**src/rtl/alarm_setting_controller_macros.svh**
```systemverilog
// Assertion helpers; the using scope provides clk and arst_n.
`ifndef ALARM_SETTING_CONTROLLER_MACROS_SVH
`define ALARM_SETTING_CONTROLLER_MACROS_SVH

// Consequent must hold in the same cycle as the antecedent.
`define ASC_ASSERT_NOW(label, ante, cons, msg) \
	label: assert property (@(posedge clk) disable iff (!arst_n) (ante) |-> (cons)) \
		else $error(msg);

// Consequent must hold in the cycle after the antecedent.
`define ASC_ASSERT_NEXT(label, ante, cons, msg) \
	label: assert property (@(posedge clk) disable iff (!arst_n) (ante) |=> (cons)) \
		else $error(msg);

`endif

```
**src/rtl/asc_pkg.sv**
```systemverilog
package asc_pkg;

	localparam int ASC_DEBOUNCE_SAMPLES = 15;

	localparam logic CMD_TICK   = 1'b0;
	localparam logic CMD_SERIAL = 1'b1;

	localparam logic [1:0] BTN_RIGHT = 2'b01;
	localparam logic [1:0] BTN_LEFT  = 2'b10;

	localparam logic [2:0] MODE_IDLE    = 3'd0;
	localparam logic [2:0] MODE_HOUR    = 3'd1;
	localparam logic [2:0] MODE_MINUTE  = 3'd2;
	localparam logic [2:0] MODE_ARMED   = 3'd3;
	localparam logic [2:0] MODE_RINGING = 3'd4;

	localparam logic [7:0] CH_0 = 8'h30;
	localparam logic [7:0] CH_1 = 8'h31;
	localparam logic [7:0] CH_2 = 8'h32;
	localparam logic [7:0] CH_3 = 8'h33;
	localparam logic [7:0] CH_4 = 8'h34;
	localparam logic [7:0] CH_9 = 8'h39;
	localparam logic [7:0] CH_A = 8'h61;
	localparam logic [7:0] CH_R = 8'h72;
	localparam logic [7:0] CH_S = 8'h53;
	localparam logic [7:0] CH_O = 8'h6F;

	typedef struct packed {
		logic       command;
		logic [1:0] buttons_raw;
		logic [7:0] rx_byte;
	} asc_in_t;

	typedef struct packed {
		logic [2:0] mode;
		logic [1:0] hour_tens;
		logic [3:0] hour_ones;
		logic [2:0] minute_tens;
		logic [3:0] minute_ones;
		logic       tx_valid;
		logic [7:0] tx_byte;
		logic       tone_on;
		logic [1:0] stable_buttons;
	} asc_out_t;

endpackage

```
**src/rtl/asc_in_if.sv**
```systemverilog
interface asc_in_if import asc_pkg::*; ();
	logic    valid;
	logic    ready;
	asc_in_t payload;

	modport source (output valid, output payload, input ready);
	modport sink (input valid, input payload, output ready);
endinterface

```
**src/rtl/asc_out_if.sv**
```systemverilog
interface asc_out_if import asc_pkg::*; ();
	logic     valid;
	logic     ready;
	asc_out_t payload;

	modport source (output valid, output payload, input ready);
	modport sink (input valid, input payload, output ready);
endinterface

```
**src/rtl/alarm_setting_controller.sv**
```systemverilog
// An item transfer loads the input register; the item's result is computed
// combinationally and loaded into the output register when that can advance.
// One item per cycle while the result is not stalled; the input register and
// the result register each hold one item, so a stalled result still lets one
// more item in. The combinational state update between them sets this rate.
// Reset (arst_n low) clears debounce counters, mode, digits, tone and valids.
`include "alarm_setting_controller_macros.svh"

module alarm_setting_controller import asc_pkg::*; #(
	parameter int DEBOUNCE_SAMPLES = ASC_DEBOUNCE_SAMPLES
) (
	input  logic      clk,
	input  logic      arst_n,
	asc_in_if.sink    item,
	asc_out_if.source result
);

	localparam int CW = $clog2(DEBOUNCE_SAMPLES + 1);
	localparam logic [CW-1:0] CNT_FULL = CW'(DEBOUNCE_SAMPLES);

	logic            v_s1;
	asc_in_t         in_s1;
	logic            adv;
	logic            out_valid_q;
	asc_out_t        result_q;

	// Per-button run length of consecutive pressed samples, saturating at the
	// window depth: all samples in the window pressed <=> run reached the depth.
	logic [1:0][CW-1:0] cnt_q, cnt_d;
	logic [1:0]      deb_q, deb_d;
	logic [2:0]      mode_q, mode_d;
	logic [1:0]      ht_q, ht_d;
	logic [3:0]      ho_q, ho_d;
	logic [2:0]      mt_q, mt_d;
	logic [3:0]      mo_q, mo_d;
	logic            tone_q, tone_d;
	logic            tx_v;
	logic [7:0]      tx_b;
	logic            left, right;

	logic [4:0]      ho_sum;
	logic [2:0]      ht_sum;
	logic [3:0]      ho_bump;
	logic [1:0]      ht_bump;
	logic [4:0]      mo_sum;
	logic [3:0]      mo_bump;
	logic [2:0]      mt_bump;

	assign adv        = !out_valid_q || result.ready;
	assign item.ready = !v_s1 || adv;

	always_ff @(posedge clk or negedge arst_n) begin
		if (!arst_n) begin
			v_s1 <= 1'b0;
		end else if (item.ready) begin
			v_s1 <= item.valid;
		end
	end

	always_ff @(posedge clk) begin
		if (item.valid && item.ready) begin
			in_s1 <= item.payload;
		end
	end

	// Hour increment with wrap at 24
	always_comb begin
		ho_sum = {1'b0, ho_q} + 5'd1;
		if (ho_sum >= 5'd10) begin
			ho_bump = 4'd0;
			ht_sum  = {1'b0, ht_q} + 3'd1;
		end else begin
			ho_bump = ho_sum[3:0];
			ht_sum  = {1'b0, ht_q};
		end
		if ((ht_sum == 3'd2 && ho_bump >= 4'd4) || ht_sum > 3'd2) begin
			ht_bump = 2'd0;
			ho_bump = 4'd0;
		end else begin
			ht_bump = ht_sum[1:0];
		end
	end

	// Minute increment with wrap at 60
	always_comb begin
		mo_sum = {1'b0, mo_q} + 5'd1;
		if (mo_sum >= 5'd10) begin
			mo_bump = 4'd0;
			mt_bump = mt_q + 3'd1;
		end else begin
			mo_bump = mo_sum[3:0];
			mt_bump = mt_q;
		end
		if (mt_bump >= 3'd6) begin
			mt_bump = 3'd0;
		end
	end

	always_comb begin
		cnt_d  = cnt_q;
		deb_d  = deb_q;
		mode_d = mode_q;
		ht_d   = ht_q;
		ho_d   = ho_q;
		mt_d   = mt_q;
		mo_d   = mo_q;
		tone_d = tone_q;
		tx_v   = 1'b0;
		tx_b   = 8'd0;
		left   = 1'b0;
		right  = 1'b0;
		if (in_s1.command == CMD_TICK) begin
			for (int b = 0; b < 2; b++) begin
				if (in_s1.buttons_raw[b]) begin
					cnt_d[b] = (cnt_q[b] == CNT_FULL) ? CNT_FULL : cnt_q[b] + 1'b1;
				end else begin
					cnt_d[b] = '0;
				end
			end
			deb_d = {cnt_d[1] == CNT_FULL, cnt_d[0] == CNT_FULL};
			left  = (deb_d == BTN_LEFT);
			right = (deb_d == BTN_RIGHT);
			// A press counts only after a tick with nothing stable
			if (deb_q == 2'b00) begin
				unique case (mode_q)
					MODE_IDLE: begin
						if (left) mode_d = MODE_HOUR;
					end
					MODE_HOUR: begin
						if (right) begin
							ht_d = ht_bump;
							ho_d = ho_bump;
						end else if (left) begin
							mode_d = MODE_MINUTE;
						end
					end
					MODE_MINUTE: begin
						if (right) begin
							mt_d = mt_bump;
							mo_d = mo_bump;
						end else if (left) begin
							tx_v   = 1'b1;
							tx_b   = CH_R;
							mode_d = MODE_ARMED;
						end
					end
					MODE_ARMED: begin
						if (left) begin
							tx_v   = 1'b1;
							tx_b   = CH_S;
							mode_d = MODE_IDLE;
						end
					end
					MODE_RINGING: begin
						if (left) begin
							tx_v   = 1'b1;
							tx_b   = CH_O;
							tone_d = 1'b0;
							mode_d = MODE_IDLE;
						end
					end
					default: begin
					end
				endcase
			end
		end else begin
			priority if (in_s1.rx_byte == CH_1) begin
				tx_v = 1'b1;
				tx_b = CH_0;
			end else if (in_s1.rx_byte == CH_2) begin
				tx_v = 1'b1;
				tx_b = CH_9;
			end else if (in_s1.rx_byte == CH_3) begin
				tx_v = 1'b1;
				tx_b = CH_0;
			end else if (in_s1.rx_byte == CH_4) begin
				tx_v = 1'b1;
				tx_b = CH_1;
			end else if (in_s1.rx_byte == CH_A && mode_q == MODE_ARMED) begin
				tone_d = 1'b1;
				mode_d = MODE_RINGING;
			end else begin
			end
		end
	end

	always_ff @(posedge clk or negedge arst_n) begin
		if (!arst_n) begin
			cnt_q  <= '0;
			deb_q  <= 2'b00;
			mode_q <= MODE_IDLE;
			ht_q   <= 2'd0;
			ho_q   <= 4'd0;
			mt_q   <= 3'd0;
			mo_q   <= 4'd0;
			tone_q <= 1'b0;
		end else if (v_s1 && adv) begin
			cnt_q  <= cnt_d;
			deb_q  <= deb_d;
			mode_q <= mode_d;
			ht_q   <= ht_d;
			ho_q   <= ho_d;
			mt_q   <= mt_d;
			mo_q   <= mo_d;
			tone_q <= tone_d;
		end
	end

	always_ff @(posedge clk or negedge arst_n) begin
		if (!arst_n) begin
			out_valid_q <= 1'b0;
		end else if (adv) begin
			out_valid_q <= v_s1;
		end
	end

	always_ff @(posedge clk) begin
		if (v_s1 && adv) begin
			result_q.mode           <= mode_d;
			result_q.hour_tens      <= ht_d;
			result_q.hour_ones      <= ho_d;
			result_q.minute_tens    <= mt_d;
			result_q.minute_ones    <= mo_d;
			result_q.tx_valid       <= tx_v;
			result_q.tx_byte        <= tx_b;
			result_q.tone_on        <= tone_d;
			result_q.stable_buttons <= deb_d;
		end
	end

	assign result.valid   = out_valid_q;
	assign result.payload = result_q;

	`ASC_ASSERT_NOW(a_tone_tracks_ringing, 1'b1, tone_q == (mode_q == MODE_RINGING),
		"tone and ringing mode disagree")
	`ASC_ASSERT_NOW(a_digits_in_range, 1'b1,
		((ht_q < 2'd2 && ho_q <= 4'd9) || (ht_q == 2'd2 && ho_q <= 4'd3))
		&& mt_q <= 3'd5 && mo_q <= 4'd9,
		"alarm digits out of range")
	`ASC_ASSERT_NEXT(a_single_action, 1'b1,
		$stable(mode_q) || ($stable(ht_q) && $stable(ho_q) && $stable(mt_q) && $stable(mo_q)),
		"mode and digits changed by one item")
	`ASC_ASSERT_NEXT(a_result_follows, v_s1 && adv, out_valid_q, "advanced item produced no result")

endmodule
```
**src/flat_wrapper.sv**
```systemverilog
// flat-port wrapper written by rule: the top's interface ports become plain ports
module alarm_setting_controller_flat import asc_pkg::*;
#(
	parameter int DEBOUNCE_SAMPLES = ASC_DEBOUNCE_SAMPLES
)
  (clk, arst_n, item_valid, item_payload, item_ready, result_valid, result_payload, result_ready);
  asc_in_if item_i ();
  asc_out_if result_i ();
  input  logic clk;
  input  logic arst_n;
  input wire logic [$bits(item_i.valid)-1:0] item_valid;
  input wire logic [$bits(item_i.payload)-1:0] item_payload;
  output wire logic [$bits(item_i.ready)-1:0] item_ready;
  output wire logic [$bits(result_i.valid)-1:0] result_valid;
  output wire logic [$bits(result_i.payload)-1:0] result_payload;
  input wire logic [$bits(result_i.ready)-1:0] result_ready;
  assign item_i.valid = item_valid;
  assign item_i.payload = item_payload;
  assign item_ready = item_i.ready;
  assign result_valid = result_i.valid;
  assign result_payload = result_i.payload;
  assign result_i.ready = result_ready;
  alarm_setting_controller #(.DEBOUNCE_SAMPLES(DEBOUNCE_SAMPLES)) u_core (.clk(clk), .arst_n(arst_n), .item(item_i), .result(result_i));
endmodule
```
**config.mk**
```make
export PLATFORM = sky130hd
export DESIGN_NAME = alarm_setting_controller_flat
export DESIGN_NICKNAME = d
export VERILOG_FILES = /design/src/rtl/asc_pkg.sv /design/src/rtl/asc_in_if.sv /design/src/rtl/asc_out_if.sv /design/src/rtl/alarm_setting_controller.sv /design/src/flat_wrapper.sv
export VERILOG_INCLUDE_DIRS = /design/src /design/src/rtl
export SDC_FILE = /design/constraint.sdc
export NUM_CORES = 1
export LEC_CHECK = 0
export BUFFER_PORTS_ARGS = -buffer_cell sky130_fd_sc_hd__buf_2
export CAP_MARGIN = 20
export CORE_MARGIN = 2
export CORE_UTILIZATION = 35
export DETAILED_ROUTE_END_ITERATION = 8
export HOLD_SLACK_MARGIN = 0.1
export PLACE_DENSITY = 0.56
export SLEW_MARGIN = 30
export SYNTH_ARGS = -nofsm -noshare
export SYNTH_HDL_FRONTEND = slang
export SYNTH_SLANG_ARGS = --single-unit
```
**constraint.sdc**
```tcl
create_clock -name clk -period 5.9 [get_ports clk]
set_input_delay 0.295 -clock clk [delete_from_list [all_inputs] [get_ports clk]]
set_output_delay 0.295 -clock clk [all_outputs]
set_load 0.005 [all_outputs]
```
## Word level (Yosys, flattened, before mapping)

Index checks and enable logic that the tools add are counted.

- Flip-flop bits (word level): 68
- Bits of input ports: 15
- Output and inout bits: 30
- Word-level logic and storage cells: 137

- Add/subtract/negate cells: 6
- Order comparisons: 5
- Equality and inequality tests: 16
- Multiplexer cells: 73
- Bitwise gates (word level): 1
- Reduce and logical (&&, ||, !) cells: 13

Operator list:

| operator | count |
|---|---|
| $mux 4 | 17 |
| $mux 3 | 20 |
| $mux 8 | 6 |
| $eq 8x6->1 const B | 4 |
| $pmux 8 s3 | 1 |
| $mux 7 | 3 |
| $mux 1 | 17 |
| $eq 4x4->1 const B | 4 |
| $mux 2 | 6 |
| $pmux 3 s4 | 1 |
| $add 4x1->5 const B | 2 |
| $ge 5x4->1 const B | 2 |
| $eq 3x2->1 const B | 3 |
| $add 4x1->4 const B | 2 |
| $eq 8x7->1 const B | 1 |
| $mux 6 | 1 |
| $ge 4x3->1 const B | 1 |
| $logic_and 1x1->1 | 4 |
| $add 2x1->3 const B | 1 |
| $add 3x1->3 const B | 1 |
| $eq 3x1->1 const B | 1 |
| $eq 3x3->1 const B | 1 |
| $ge 3x3->1 const B | 1 |
| $gt 3x2->1 const B | 1 |
| 10 further kinds | 13 |

## Logic depth before layout (Yosys ltp)

Gate-level depths: netlist (run 1).

- Depth after elaboration: 11
- Depth in mapped cells: 9
- Mapped depth without buffers: 8

## Worst setup path before layout (run 1)

Ideal clock, no wire load.

- Path kind: reg2reg
- Start point: register u_core.ho_q[1]
- End point: register u_core.result_q (netlist bit u_core.result.payload[21]), data pin
- Setup time: 0.259 ns
- Arrival: 1.918 ns
- Data required time: 5.641 ns
- Setup slack: 3.723 ns
- Cell stages (with the launch flop): 9
- Buffers on the path: 1
- Period minus slack after synthesis: 2.177 ns
- Cell sequence: dfrtp_1 ha_1 and4bb_1 a211oi_1 and4_1 buf_4 a21boi_2 nor2_1 a211o_1

- Longest elaborated chain between the ends: 11
- Elaborated cells on any way between the ends: 14
- Those cells by class: 1 x add/sub; 3 x order compare; 1 x eq/ne; 7 x mux; 2 x reduce/logical

RTL lines:

| element | line | source |
|---|---|---|
| start: declaration | alarm_setting_controller.sv:33 | `logic [3:0] ho_q, ho_d;` |
| start signal: assignment | alarm_setting_controller.sv:202 | `ho_q <= ho_d;` |
| $add 4x1->5 * | alarm_setting_controller.sv:68 | `ho_sum = {1'b0, ho_q} + 5'd1;` |
| $ge 5x4->1 | alarm_setting_controller.sv:69 | `if (ho_sum >= 5'd10) begin` |
| $mux 4 or $mux 3 (tied branches) | alarm_setting_controller.sv:69 |  |
| $ge 4x3->1 or $eq 3x2->1 (tied branches) | alarm_setting_controller.sv:76 | `if ((ht_sum == 3'd2 && ho_bump >= 4'd4) \|\| ht_sum > 3'd2) begin` |
| $logic_and 1x1->1 | alarm_setting_controller.sv:76 |  |
| $logic_or 1x1->1 | alarm_setting_controller.sv:76 |  |
| $mux 4 * | alarm_setting_controller.sv:76 |  |
| $mux 4 * | alarm_setting_controller.sv:130 | `if (right) begin` |
| $mux 4 * | alarm_setting_controller.sv:125 | `unique case (mode_q)` |
| $mux 4 * | alarm_setting_controller.sv:124 | `if (deb_q == 2'b00) begin` |
| $mux 4 * | alarm_setting_controller.sv:112 | `if (in_s1.command == CMD_TICK) begin` |
| via u_core.ho_d[2] | alarm_setting_controller.sv:33 |  |
| end: declaration | alarm_setting_controller.sv:25 | `asc_out_t result_q;` |

Mark *: on every way through the listed nets, which the timed path passes. The rest lies on a longest branch.
A chain may end at the register's enable or synchronous reset.

## Worst setup path in the final report (run 1)

- Start point: register u_core.ho_q[0]
- End point: register u_core.result_q (netlist bit u_core.result.payload[21]), data pin

The elaborated chain is that of the path after synthesis.

==> impl_metrics.py, run 1 <==
metrics = {
    "pwr": {
        "static-leakage-power_nw": 1.58,
        "worst_ir_drop_vdd_v": 0.000107,
        "power.density_cell_area_nw_per_um2": 274,
    },
    "timing": {
        "fin_crit_period_ps": 2490,
        "timing.final.hold_violations": 0,
        "maxClockFrequency_mhz": 401,
        "largest_clock_skew_in_the_final_design_ps": 14.0,
        "timing.hold.ws_ps": 128,
        "max_slew.worst_pin.slew_ps": 690,
        "finalCritPeriodShare_pct": 42.3,
        "slew_headroom_pct": 54.0,
        "setup_repair_after_global_routing_missed_its_margin": "false",
        "fin_tns_setup_ps": 0,
        "setup_viol": 0,
        "finalMaxSlewViolations": 0,
    },
    "clock_tree": {
        "clk_pin_slew_ps": 70,
        "ctsHoldBuffers": 1,
        "cts_repair_resize_count": 0,
        "clock_tree.root_cell": "sky130_fd_sc_hd__clkbuf_8",
        "cts_tree": "done",
        "clkSinkCount": 66,
        "clock_buffer_count_from_cts": 9,
        "cts_setup_buffers": 0,
        "number_of_buffers_on_the_longest_clock_path": 2,
        "max_h_tree_level": 3,
        "worst_skew_late_latency_ps": 350,
    },
    "worst_setup_path": {
        "critical_path.reg2reg.endpoint": "u_core.result.payload[21]",
        "timing.critical_path.slowest_cell_delay_ps": 480,
        "critPathSlowestCell": "sky130_fd_sc_hd__dfrtp_1",
        "reg2reg_from": "u_core.ho_q[0]",
        "worst_r2r_path_depth": 7,
        "setup.reg_to_reg.worst_slack_ps": 3410,
        "worstPathArrival_ps": 2580,
        "cp.required_ps": 5990,
        "crit_chain": "ha_1, and4bb_1, a211oi_1, and4_1, a21boi_2, nor2_1, a211o_1",
        "setup.worst_path.start_class": "flop",
        "worst_path_dominant_cell_family": "compound AO/OA/AOI/OAI gates",
        "worst-setup-path-type": "reg2reg",
        "worst-path-buf-inv": 0,
        "crit_path_end_kind": "flop",
        "crit_path_max_fanout": 11,
    },
    "worst_hold_path": {
        "holdPathEnd": "u_core.in_s1[7]",
        "worst_hold_path_type": "in2reg",
        "hold_path.startpoint": "item_payload[7]",
        "hold_depth": 1,
    },
    "global_route": {
        "pin_count_of_the_biggest_net_entering_global_routing": 30,
        "via_count_of_the_first_global_routing_pass": 2354,
        "grt_usage_pct": 13.6,
        "grt_pass1_wl_um": 11000,
        "grt_antenna_before_repair": 0,
        "overflow": 0,
    },
    "drt": {
        "drc": 0,
        "avgRoutedWirePerCell_um": 13.4,
        "route.antenna.remaining_nets": 0,
        "dr_total_vias": 2583,
        "total_detailed_routing_wirelength_um": 6790,
        "drt_pass_1_iters": 4,
        "detailedRoute.firstIterationViolations": 154,
        "viasPerCell": 5.09,
    },
    "synthesis": {
        "synth.net_count": 353,
        "synth-seq-area-share_pct": 53.8,
        "postSynthRegisterBits": 66,
        "synthesis.area_um2": 3410,
        "postSynth.topFlopCell": "sky130_fd_sc_hd__edfxtp_1",
        "synth.yosys.warnings": 0,
        "synth_enable_flop_cells": 37,
        "async_reset_ff_share_pct": 43.9,
        "syn-instance-count": 330,
        "ys_types": 61,
        "mapped_avg_cell_area_um2": 10.3,
    },
    "floorplan": {
        "placementRows": 36,
        "die_width_um": 103,
        "number_of_top_level_pins": 45,
        "chipHeight_um": 103,
        "core_region_area_um2": 9640,
        "initial_core_util_pct": 35.4,
        "die-area_um2": 10600,
    },
    "cells_and_area": {
        "most_used_cells_in_the_layout_excluding_fill_and_tap_cells": "sky130_fd_sc_hd__buf_2 (43), sky130_fd_sc_hd__o21ai_0 (41), sky130_fd_sc_hd__nand2_1 (39)",
        "multiInputGateArea_um2": 1460,
        "final-seq-area_um2": 1840,
        "fin_nets": 392,
        "flow.area_growth_from_synthesis_pct": 16.1,
        "final_core_utilization_pct": 41.1,
        "num_antenna_cells": 0,
        "post_route_cells_drive_above_1_share_pct": 18.7,
        "fillerInstances": 956,
        "layout.cells.most_common": "sky130_fd_sc_hd__buf_2",
    },
    "status": {
        "run_status": "finished, final reports clean",
    },
    "job": {
        "cap_violations": 0,
    },
    "placed_design": {
        "gp_routability_congestion": 0.834,
        "dp_hpwl_um": 4740,
        "port_buffers": 43,
    },
}
[power breakdown]
part | total (mW) | switching (mW) | internal (mW)
logic | 0.0890 | 0.0532 | 0.0359
registers | 0.544 | 0.0249 | 0.519
clock network | 0.453 | 0.173 | 0.280
[cell families after synthesis]
group	count (synthesis)	synth area share (%)
simple gates	127	20.2
xor+xnor	5	1.28
buf+inv	27	3.44
flops	66	53.8
compound gates	96	18.2
other cells	1	0.110
fa+ha+maj	8	2.93
[worst reg2reg max path, stage by stage, from the launching register on]
cell and delay (ps):
sky130_fd_sc_hd__dfrtp_1 480, sky130_fd_sc_hd__ha_1 350, sky130_fd_sc_hd__and4bb_1 240, sky130_fd_sc_hd__a211oi_1 210
sky130_fd_sc_hd__and4_1 370, sky130_fd_sc_hd__a21boi_2 250, sky130_fd_sc_hd__nor2_1 80, sky130_fd_sc_hd__a211o_1 270
[routing by layer]
metal / vias up / part of all wire [%] / track usage [%]
li1: 1292 / - / -
met1: 1245 / 46 / 17.3
met2: 43 / 50 / 22.6
met3: 3 / 2.6 / 3.86
met4: 0 / 0.65 / 4.05
met5: - / 0 / 0
[worst max-delay path by stage]
stage / from / to / slack (ps) / cells after the start
after floorplan: u_core.ho_q[1] / u_core.result.payload[21] / 3720 / 8
after global placement: u_core.cnt_q[0] / u_core.result.payload[15] / 3460 / 7
after detailed placement: u_core.ho_q[0] / u_core.result.payload[21] / 3440 / 7
after CTS: u_core.cnt_q[0] / u_core.result.payload[12] / 3400 / 7
after global routing: u_core.ho_q[0] / u_core.result.payload[21] / 3200 / 7
final: u_core.ho_q[0] / u_core.result.payload[21] / 3410 / 7
[layout make-up]
type                    count  share of cell area (%)
flip-flops and latches     66                    46.3
multi-input cells         237                    36.8
repair buffers             44                    5.68
well taps                 133                    4.20
clock buffers              11                    3.31
clock inverters             5                    2.59
inverters                  11                    1.04
[stage by stage]
step / area [um^2] / instances / power (mW) / worst slack, ps
after detailed placement: 3720 / 490 / 0.643 / 3440
after floorplan: 3410 / 330 / 0.606 / 3720
after global routing: 3960 / 507 / 1.13 / 3200
final: 3960 / 507 / 1.09 / 3410
after global placement: 3720 / 490 / 0.640 / 3460
after CTS: 3960 / 507 / 1.10 / 3400
[flip-flops by register name, indices dropped and copies added (netlist names)]
signal,cells
u_core.cnt_q,8
u_core.deb_q,2
u_core.ho_q,4
u_core.ht_q,2
u_core.in_s1,11
u_core.mo_q,4
u_core.mode_q,3
u_core.mt_q,3
u_core.result.payload,26
u_core.result.valid,1
u_core.tone_q,1
u_core.v_s1,1
[Yosys cell counts (all sizes together), types with 2 or more instances]
library cell	n	share of area, %
a211o	2	0.51
a211oi	2	0.59
a21boi	2	0.55
a21o	2	0.44
a21oi	13	2.0
a31oi	5	1.1
a32oi	2	0.51
and2	3	0.55
and3	6	1.1
buf	7	1.2
clkbuf	9	0.99
dfrtp	29	21
edfxtp	37	33
ha	8	2.9
inv	11	1.2
nand2	39	4.3
nand2b	17	3.1
nand3	5	0.88
nand3b	6	1.3
nand4	7	1.3
nand4b	2	0.51
nor2	20	2.3
nor2b	3	0.55
nor3	4	0.92
nor3b	2	0.44
nor4	2	0.37
o211ai	3	0.81
o21ai	49	7.3
o22ai	3	0.55
o31ai	4	0.88
or2	5	0.92
xnor2	4	1.0
No activity file was read; power rests on OpenSTA's default activity.
==> run 2: changes to the inputs <==
clock period = 2.4 ns   (was 5.9 ns; I/O delays follow)
==> run 2 against run 1 <==
Against the previous run:
- sequential share of layout area down 2.3 points
- critical path depth unchanged
- first-iteration DRC count down 37%
- largest cell class unchanged
- non-clock buffer count up 27
- highest routed layer unchanged
- critical path type unchanged
- worst setup slack worse by 3200 ps
- die area unchanged
==> impl_metrics.py, run 2 (same netlist as run 1, synthesis figures left out) <==
metrics = {
    "cells_and_area": {
        "stdcell_area_um2": 4180,
        "most_used_cells_in_the_layout_excluding_fill_and_tap_cells": "sky130_fd_sc_hd__buf_2 (43), sky130_fd_sc_hd__o21ai_0 (41), sky130_fd_sc_hd__nand2_1 (39)",
        "fin_nets": 419,
        "final_core_utilization_pct": 43.3,
        "largest_register_ff_count": 26,
        "layout.cells.most_common": "sky130_fd_sc_hd__buf_2",
        "flow.area_growth_from_synthesis_pct": 22.3,
        "post_route_cells_drive_above_1_share_pct": 21.2,
        "num_antenna_cells": 0,
        "fillerInstances": 944,
    },
    "floorplan": {
        "initial_core_util_pct": 35.4,
        "number_of_top_level_pins": 45,
        "core_region_area_um2": 9640,
        "chipHeight_um": 103,
        "die_width_um": 103,
        "placementRows": 36,
        "die-area_um2": 10600,
    },
    "worst_setup_path": {
        "setup.reg_to_reg.worst_slack_ps": 170,
        "worstPathArrival_ps": 2520,
        "worst_path_dominant_cell_family": "simple AND/OR/NAND/NOR gates",
        "timing.critical_path.slowest_cell_delay_ps": 430,
        "setup.worst_path.start_class": "flop",
        "crit_path_end_kind": "flop",
        "worst-setup-path-type": "reg2reg",
        "critical_path.reg2reg.endpoint": "u_core.mode_q[1]",
        "worst-path-buf-inv": 0,
        "reg2reg_from": "u_core.cnt_q[0]",
        "critPathSlowestCell": "sky130_fd_sc_hd__dfrtp_1",
        "worst_r2r_path_depth": 7,
        "crit_chain": "ha_1, xor2_1, a31oi_2, o2111ai_4, or2_1, or3_1, nand3_1",
        "crit_path_max_fanout": 10,
        "cp.required_ps": 2690,
    },
    "drt": {
        "drt_pass_1_iters": 4,
        "drc": 0,
        "avgRoutedWirePerCell_um": 13.1,
        "dr_total_vias": 2671,
        "detailedRoute.firstIterationViolations": 97,
        "route.antenna.remaining_nets": 0,
        "viasPerCell": 5.00,
        "total_detailed_routing_wirelength_um": 6980,
    },
    "job": {
        "cap_violations": 0,
    },
    "placed_design": {
        "dpl_worst_slack_ps": 124,
        "dp_hpwl_um": 4780,
        "gp_routability_congestion": 0.883,
        "placement.cell_area_um2": 3800,
        "port_buffers": 43,
    },
    "global_route": {
        "grt_pass1_wl_um": 11200,
        "overflow": 0,
        "via_count_of_the_first_global_routing_pass": 2452,
        "pin_count_of_the_biggest_net_entering_global_routing": 30,
        "grt_usage_pct": 13.8,
        "grt_antenna_before_repair": 0,
    },
    "timing": {
        "max_slew.worst_pin.slew_ps": 692,
        "fin_crit_period_ps": 2230,
        "finalCritPeriodShare_pct": 93.0,
        "fin_tns_setup_ps": 0,
        "maxClockFrequency_mhz": 448,
        "setup_repair_after_global_routing_missed_its_margin": "false",
        "largest_clock_skew_in_the_final_design_ps": 11.9,
        "timing.final.hold_violations": 0,
        "worst_slack_ps": 168,
        "finalMaxSlewViolations": 0,
        "setup_viol": 0,
        "slew_headroom_pct": 53.9,
    },
    "clock_tree": {
        "worst_skew_late_latency_ps": 350,
        "clock_tree.root_cell": "sky130_fd_sc_hd__clkbuf_8",
        "clock_buffer_count_from_cts": 9,
        "number_of_buffers_on_the_longest_clock_path": 2,
        "clk_pin_slew_ps": 80,
        "max_h_tree_level": 3,
        "cts_tree": "done",
        "clkSinkCount": 66,
    },
    "pwr": {
        "totalPowerFinal_mw": 2.51,
        "worst_ir_drop_vdd_v": 0.000240,
        "power.density_cell_area_nw_per_um2": 602,
        "static-leakage-power_nw": 1.68,
    },
    "status": {
        "run_status": "finished, final reports clean",
    },
    "worst_hold_path": {
        "worst_hold_path_type": "in2async",
    },
}
[run 2: cell types whose count changed in the layout (fill, tap and decap cells not counted), sizes merged]
| cell | delta |
|---|---|
| clkinv | +1 |
| dlygate4sd3 | +14 |
| buf | +13 |
| clkinvlp | +1 |
| bufinv | -2 |
[run 2: worst max path at each step]
stage / slack (ps) / cells after the start / start / endpoint
global route: 30 / 8 / u_core.ho_q[0] / u_core.result.payload[21]
global placement: 170 / 7 / u_core.ho_q[0] / u_core.result.payload[21]
CTS: 100 / 7 / u_core.ho_q[0] / u_core.result.payload[21]
finish: 170 / 7 / u_core.cnt_q[0] / u_core.mode_q[1]
floorplan: 220 / 8 / u_core.ho_q[1] / u_core.result.payload[21]
detailed placement: 120 / 7 / u_core.ho_q[0] / u_core.result.payload[21]
[run 2: stage by stage]
stage / std cells / hold WS (ps)
2_1_floorplan: 330 / -176
3_3_place_gp: 501 / 215
3_5_place_dp: 501 / 211
4_1_cts: 532 / 378
5_1_grt: 534 / 408
6_report: 534 / 356
[run 2: area by class of cell]
| type | count | area [um^2] | share of cell area, % |
|---|---|---|---|
| clock buffer | 11 | 141 | 3.39 |
| tap | 133 | 166 | 3.99 |
| multi-input combinational | 237 | 1470 | 35.2 |
| inverter | 11 | 41.3 | 0.989 |
| sequential | 66 | 1840 | 44.0 |
| clock inverter | 5 | 55.1 | 1.32 |
| timing repair buffer | 71 | 463 | 11.1 |
[run 2: what timing repair did]
| item | 4_1_cts | 5_1_grt |
|---|---|---|
| setup buffers | 0 | 2 |
| hold buffers | 15 | 0 |
| hold endpoints to repair | 42 | 0 |
| gates resized for setup | 0 | 3 |
| endpoints found under the setup margin | 0 | 3 |
[run 2: power breakdown]
| part | total (mW) | internal (mW) | switching, mW |
|---|---|---|---|
| clock | 0.936 | 0.504 | 0.432 |
| sequential | 1.33 | 1.27 | 0.0577 |
| combinational | 0.244 | 0.110 | 0.135 |
| total | 2.51 | 1.89 | 0.624 |
[run 2: metal layers]
| metal | global-route usage (%) | routed length, um |
|---|---|---|
| met4 | 7.89 | 135 |
| met2 | 22.3 | 3400 |
| met1 | 17.6 | 3280 |
| met3 | 2.03 | 163 |
| met5 | 0 | 0 |
[run 2: worst reg2reg max path: cells and delay by family (launching register included)]
kind,cells,cell delay [ps]
simple gates,3,730
flops,1,430
fa+ha+maj,1,270
xor+xnor,1,180
compound gates,2,560
